--- src/design/xfd_pkg.sv ---
// ----------------------------------------------------------------------------
// xfd_pkg
// Types and constants shared by the XOR frame deframer.
// ----------------------------------------------------------------------------
package xfd_pkg;

	typedef enum logic [2:0] {
		PH_HUNT    = 3'd0,
		PH_ID      = 3'd1,
		PH_LEN     = 3'd2,
		PH_PAYLOAD = 3'd3,
		PH_CHECK   = 3'd4
	} phase_t;

	localparam int unsigned BYTE_W     = 8;
	localparam int unsigned OUT_DATA_W = 32;
	localparam int unsigned APB_ADDR_W = 3;
	localparam int unsigned APB_DATA_W = 32;

	localparam logic [BYTE_W-1:0] START_BYTE_RST = 8'hAA;
	localparam logic              REG_START_BYTE = 1'b0;

	typedef struct packed {
		logic [OUT_DATA_W-26:0] pad;
		logic                   check_ok;
		logic [BYTE_W-1:0]      frame_length;
		logic [BYTE_W-1:0]      source_id;
		logic [BYTE_W-1:0]      data_byte;
	} out_word_t;

endpackage

--- src/design/xor_frame_deframer.sv ---
// ----------------------------------------------------------------------------
// xor_frame_deframer
// Extracts length-prefixed frames with an XOR check byte from a byte stream.
// ----------------------------------------------------------------------------
// The input stream carries one received byte per beat. A frame is a start
// byte, a device id, a payload length, that many payload bytes and a check
// byte equal to the XOR of all earlier frame bytes. Bytes outside a frame
// are dropped. Each payload byte leaves as one output beat with tlast low;
// the check byte produces one beat with tlast high that reports the id,
// the length and whether the check matched. Header bytes produce no beat.
// Every byte is handled in the cycle it is taken, so a result appears in the
// cycle after its input beat and one byte per cycle is sustained while the
// output side is ready. The output register holds a result while the
// receiver stalls, and the input is taken again as soon as it drains.
// The start byte register is written through the APB port at address 0.
// Reset returns the block to hunting with an empty output register and
// the start byte set to 0xAA.
// ----------------------------------------------------------------------------
module xor_frame_deframer
	import xfd_pkg::*;
(
	input  logic                  clk,
	input  logic                  arst_n,
	input  logic                  s_axis_tvalid,
	output logic                  s_axis_tready,
	input  logic [BYTE_W-1:0]     s_axis_tdata,  // rx_byte
	output logic                  m_axis_tvalid,
	input  logic                  m_axis_tready,
	output logic [OUT_DATA_W-1:0] m_axis_tdata,  // data_byte, source_id, frame_length, check_ok
	output logic                  m_axis_tlast,  // is_end
	input  logic                  psel,
	input  logic                  penable,
	input  logic                  pwrite,
	input  logic [APB_ADDR_W-1:0] paddr,
	input  logic [APB_DATA_W-1:0] pwdata,
	output logic [APB_DATA_W-1:0] prdata,
	output logic                  pready
);

	phase_t            phase_q, phase_d;
	logic [BYTE_W-1:0] start_byte_q;
	logic [BYTE_W-1:0] held_id_q, held_id_d;
	logic [BYTE_W-1:0] held_length_q, held_length_d;
	logic [BYTE_W-1:0] bytes_left_q, bytes_left_d;
	logic [BYTE_W-1:0] running_xor_q, running_xor_d;
	logic              out_valid_q;
	logic              out_last_q;
	out_word_t         out_word_q, res_word;
	logic              res_valid, res_last;
	logic              in_fire;
	logic [BYTE_W-1:0] b;

	assign pready = 1'b1;
	assign prdata = (paddr[2] == REG_START_BYTE) ?
		{{(APB_DATA_W-BYTE_W){1'b0}}, start_byte_q} : '0;

	always_ff @(posedge clk or negedge arst_n) begin
		if (!arst_n) begin
			start_byte_q <= START_BYTE_RST;
		end else if (psel && penable && pwrite && pready && paddr[2] == REG_START_BYTE) begin
			start_byte_q <= pwdata[BYTE_W-1:0];
		end
	end

	assign s_axis_tready = !out_valid_q || m_axis_tready;
	assign in_fire       = s_axis_tvalid && s_axis_tready;
	assign b             = s_axis_tdata;

	always_comb begin
		phase_d = phase_q;
		unique case (phase_q)
			PH_ID:      phase_d = PH_LEN;
			PH_LEN:     phase_d = (b == '0) ? PH_CHECK : PH_PAYLOAD;
			PH_PAYLOAD: phase_d = (bytes_left_q == 8'd1) ? PH_CHECK : PH_PAYLOAD;
			PH_CHECK:   phase_d = PH_HUNT;
			default:    phase_d = (b == start_byte_q) ? PH_ID : PH_HUNT;
		endcase
	end

	always_comb begin
		held_id_d     = held_id_q;
		held_length_d = held_length_q;
		bytes_left_d  = bytes_left_q;
		running_xor_d = running_xor_q;
		res_valid     = 1'b0;
		res_last      = 1'b0;
		res_word      = '0;
		res_word.source_id    = held_id_q;
		res_word.frame_length = held_length_q;
		unique case (phase_q)
			PH_ID: begin
				held_id_d     = b;
				running_xor_d = running_xor_q ^ b;
			end
			PH_LEN: begin
				held_length_d = b;
				bytes_left_d  = b;
				running_xor_d = running_xor_q ^ b;
			end
			PH_PAYLOAD: begin
				running_xor_d      = running_xor_q ^ b;
				bytes_left_d       = bytes_left_q - 8'd1;
				res_valid          = 1'b1;
				res_word.data_byte = b;
			end
			PH_CHECK: begin
				res_valid         = 1'b1;
				res_last          = 1'b1;
				res_word.check_ok = (b == running_xor_q);
				running_xor_d     = '0;
				bytes_left_d      = '0;
			end
			default: begin
				if (b == start_byte_q) begin
					running_xor_d = b;
				end
			end
		endcase
	end

	always_ff @(posedge clk or negedge arst_n) begin
		if (!arst_n) begin
			phase_q       <= PH_HUNT;
			held_id_q     <= '0;
			held_length_q <= '0;
			bytes_left_q  <= '0;
			running_xor_q <= '0;
		end else if (in_fire) begin
			phase_q       <= phase_d;
			held_id_q     <= held_id_d;
			held_length_q <= held_length_d;
			bytes_left_q  <= bytes_left_d;
			running_xor_q <= running_xor_d;
		end
	end

	always_ff @(posedge clk or negedge arst_n) begin
		if (!arst_n) begin
			out_valid_q <= 1'b0;
		end else if (s_axis_tready) begin
			out_valid_q <= in_fire && res_valid;
		end
	end

	always_ff @(posedge clk) begin
		if (in_fire && res_valid) begin
			out_word_q <= res_word;
			out_last_q <= res_last;
		end
	end

	assign m_axis_tvalid = out_valid_q;
	assign m_axis_tdata  = out_word_q;
	assign m_axis_tlast  = out_last_q;

	a_check_gives_end: assert property (@(posedge clk) disable iff (!arst_n)
		in_fire && phase_q == PH_CHECK |=> m_axis_tvalid && m_axis_tlast)
		else $error("check byte did not produce an end beat");

	a_payload_passes: assert property (@(posedge clk) disable iff (!arst_n)
		in_fire && phase_q == PH_PAYLOAD |=> m_axis_tvalid && !m_axis_tlast
			&& m_axis_tdata[BYTE_W-1:0] == $past(s_axis_tdata))
		else $error("payload byte not passed on");

	a_header_silent: assert property (@(posedge clk) disable iff (!arst_n)
		in_fire && (phase_q == PH_HUNT || phase_q == PH_ID || phase_q == PH_LEN)
			|=> !m_axis_tvalid)
		else $error("header or idle byte produced a beat");

	a_end_data_zero: assert property (@(posedge clk) disable iff (!arst_n)
		m_axis_tvalid && m_axis_tlast |-> m_axis_tdata[BYTE_W-1:0] == '0)
		else $error("end beat carries a data byte");

	a_payload_count: assert property (@(posedge clk) disable iff (!arst_n)
		phase_q == PH_PAYLOAD |-> bytes_left_q != '0)
		else $error("payload phase with no bytes left");

endmodule

--- config.mk ---
export PLATFORM = sky130hd
export DESIGN_NAME = xor_frame_deframer
export DESIGN_NICKNAME = d
export VERILOG_FILES = /design/src/design/xfd_pkg.sv /design/src/design/xor_frame_deframer.sv
export SDC_FILE = /design/constraint.sdc
export NUM_CORES = 1
export LEC_CHECK = 0
export ABC_AREA = 1
export BUFFER_PORTS_ARGS = -buffer_cell sky130_fd_sc_hd__buf_4
export CAP_MARGIN = 20
export CORE_MARGIN = 2
export CORE_UTILIZATION = 29
export DETAILED_ROUTE_END_ITERATION = 8
export GPL_TIMING_DRIVEN = 0
export SLEW_MARGIN = 20
export SYNTH_ARGS = -nofsm -noshare
export SYNTH_HDL_FRONTEND = slang
export SYNTH_SLANG_ARGS = --single-unit
--- constraint.sdc ---
create_clock -name clk -period 3.33 [get_ports clk]
set_input_delay 0 -clock clk [delete_from_list [all_inputs] [get_ports clk]]
set_output_delay 0 -clock clk [all_outputs]
set_load 0.01 [all_outputs]
==> flow_metrics.tcl <==
set metrics [dict create \
    status "finished clean" \
    synthTopCellsByArea "dfrtp_1, edfxtp_1, nand2_1, buf_4, nor2_1" \
    drt_iter0_drc 180 \
    via_per_inst 4.32 \
    cp-start-kind "register" \
    hp-class "input pin to register" \
    nNetsFinal 528 \
    die_w_um 114 \
    final_area_um2 4640 \
    synth_seq_cells 70 \
    first_global_vias 2573 \
    drive_above_1_share_pct 31.8 \
    antenna_cells 0 \
    cap_violations 0 \
    yosysMostFrequentCell "nand2_1" \
    finalCriticalPeriod_ns 1.99 \
    finClkSkew_ns 0.00640 \
    wl_per_cell_um 12.5 \
    yosysTopAreaCellShare_pct 28.6 \
    cts.sinks 70 \
    fin_tns_setup_ns 0 \
    io_pins 118 \
    cts_tree "done" \
    rrSetupSlack_ns 1.34 \
    grt_start_max_net_pins 45 \
    setup_violations 0 \
    crit_buf_inv 1 \
    max_slew_margin_pct 51.3 \
    coreArea_um2 11900 \
    synth-edff-count 26 \
    gr-total-overflow 0 \
    p_comb_share_pct 31.9 \
    required_ns 3.29 \
    syn_to_final_growth_pct 32.5 \
    ctsResizeCount 0 \
    drv_slew 0 \
    setup_ws_ns 1.34 \
    leakage_nw 2.21 \
    htree_num_levels 3 \
    drtAntennaViolNets 0 \
    fmax_ghz 0.502 \
    place.gp.congestion 0.796 \
    p_seq_share_pct 40.0 \
    max_stage_delay_ns 0.56 \
    crit_path_end_kind "register" \
    synth.largest_area_cell "dfrtp_1" \
    timing.final.crit_share_pct 59.8 \
    clkPwrFrac_pct 28.1 \
    worst_slew_pin_slew_ns 0.729 \
    syn_area_um2 3500 \
    clockRootBuffer "clkbuf_16" \
    antenna_found_initial 0 \
    cpLargestDelayFamily "simple AND/OR/NAND/NOR gates" \
    grt_setup_unrepaired "no" \
    avgSynthCellArea_um2 9.55 \
    cp_common_cell "nand2_2" \
    drcViolationCount 0 \
    cp_max_fo 26 \
    rows 40 \
    arrival_ns 1.95 \
    wl_mm 7.83 \
    io_buffer_count 58 \
    gr-usage-all-layers_pct 12.1 \
    ys_warn_count 0 \
    p_switching_w 0.00117 \
    intPower_w 0.00221 \
    fillers 1157 \
    cts_made_buffers 9 \
    clk_latency_ns 0.33 \
    power_density_nw_per_um2 727 \
    dieHeight_um 114 \
    syn-instance-count 367 \
    clk_pin_slew_worst_paths_ns 0.06 \
    start_util_pct 29.4 \
    synth_common_cells "nand2_1, dfrtp_1, nor2_1" \
    hpwlAfterDp_mm 5.54 \
    crit_type "register to register" \
    place_ws_ns 1.32 \
    synth-async-reset-ratio_pct 62.9 \
    grt_pass1_wl_mm 12.3 \
    synth-main-ff-cell "dfrtp_1" \
    crit_chain "nor2_1, nand2_2, nand2_2, inv_2, nor2_4" \
    synth.distinct_cells 31 \
    firstDrtPassIters 4 \
    cts_buffer_depth 2 \
    vias 2712 \
    finalHoldViolations 0 \
    ys_seq_area_share_pct 53.8 \
    postCtsSetupBuffers 0 \
    ir_drop_mv 0.217 \
    p_sw_share_pct 34.6 \
    die-area_um2 13000 \
    slowest_stage "nor2_4" \
    placed_cell_area_um2 4240 \
]
per-stage QoR:
stage | instances | util [%] | hold WS (ns) | total power, W
2_1_floorplan | 397 | - | -0.296 | 0.00212
3_3_place_gp | 602 | 35.6 | 0.0376 | 0.00238
3_5_place_dp | 602 | 35.6 | 0.0442 | 0.00242
4_1_cts | 628 | 39.0 | 0.0242 | 0.00340
5_1_grt | 628 | 39.0 | 0.0496 | 0.00360
6_report | 628 | 39.0 | 0.0297 | 0.00338
power groups by stage:
stage	clock network [W]	logic [W]	registers, W
2_1_floorplan	0	0.000782	0.00134
3_3_place_gp	0	0.00103	0.00135
3_5_place_dp	0	0.00106	0.00136
4_1_cts	0.000969	0.00108	0.00135
5_1_grt	0.00101	0.00121	0.00138
6_report	0.000949	0.00108	0.00135
logic make-up (layout without fill, tap and decap cells):
group / Yosys count / after routing / share of synthesized area, %
AOI/OAI and AO/OA: 60 / 60 / 11.5
other: 2 / 32 / 0.214
DFF: 70 / 70 / 53.8
and+or+nand+nor: 149 / 149 / 19.0
adders and majority gates: 2 / 2 / 0.714
buffers and inverters: 73 / 157 / 12.0
xor gates and xnor gates: 11 / 11 / 2.75
registers in the layout, summed over array words and instances, names as in the netlist:
signal and cells:
m_axis_tdata 25, bytes_left_q 8, held_id_q 8, held_length_q 8, running_xor_q 8, start_byte_q 8
phase_q 3, m_axis_tlast 1, m_axis_tvalid 1
repair_timing:
item / in CTS / in global routing
endpoints found under the setup margin: 0 / 0
hold buffers: 10 / 0
hold endpoints to repair: 49 / 0
routing by layer:
layer	track usage [%]	vias up	wire length (um)
li1	-	1360	-
met1	15.6	1252	3480
met2	19.5	94	3740
met3	2.82	6	505
met4	5.28	0	105
met5	0	-	0
worst reg2reg max path: cells and delay by family, from the launching register on:
| family | cells | cell delay (ns) |
|---|---|---|
| flops | 1 | 0.49 |
| simple gates | 4 | 1.02 |
| buf+inv | 1 | 0.09 |
worst paths after layout:
kind / from / to / cells past startpoint
setup / recovery: phase_q[1]$_DFFE_PN0P_ / m_axis_tdata[15]$_DFFE_PP_ / 5
hold / removal: s_axis_tdata[5] / bytes_left_q[5]$_DFFE_PN0P_ / 3
setup reg to reg: phase_q[1]$_DFFE_PN0P_ / m_axis_tdata[15]$_DFFE_PP_ / 5
hold reg to reg: held_id_q[1]$_DFFE_PN0P_ / m_axis_tdata[9]$_DFFE_PP_ / 0
max in group asynchronous: arst_n / held_id_q[0]$_DFFE_PN0P_ / 2
min in group asynchronous: arst_n / bytes_left_q[3]$_DFFE_PN0P_ / 2
cell type report:
class / instances / area, um^2 / area share, %
Sequential cell: 70 / 1890 / 40.6
Inverter: 35 / 131 / 2.83
Clock buffer: 9 / 225 / 4.85
Buffer: 38 / 289 / 6.23
Clock inverter: 7 / 72.6 / 1.56
Tap cell: 147 / 184 / 3.96
Multi-Input combinational cell: 254 / 1320 / 28.4
Timing Repair Buffer: 68 / 536 / 11.5
layout by cell type, fill, tap and decap left out, types with 9 or more instances in the layout:
| cell | instances |
|---|---|
| buf_4 | 90 |
| nand2_1 | 77 |
| dfrtp_1 | 40 |
| nor2_1 | 35 |
| conb_1 | 32 |
| inv_1 | 30 |
| edfxtp_1 | 26 |
| nand3_1 | 16 |
| a21oi_1 | 15 |
| o21ai_2 | 15 |
| o22ai_1 | 13 |
| dlygate4sd3_1 | 10 |
| clkbuf_16 | 9 |
No activity file was read; power rests on OpenSTA's default activity.
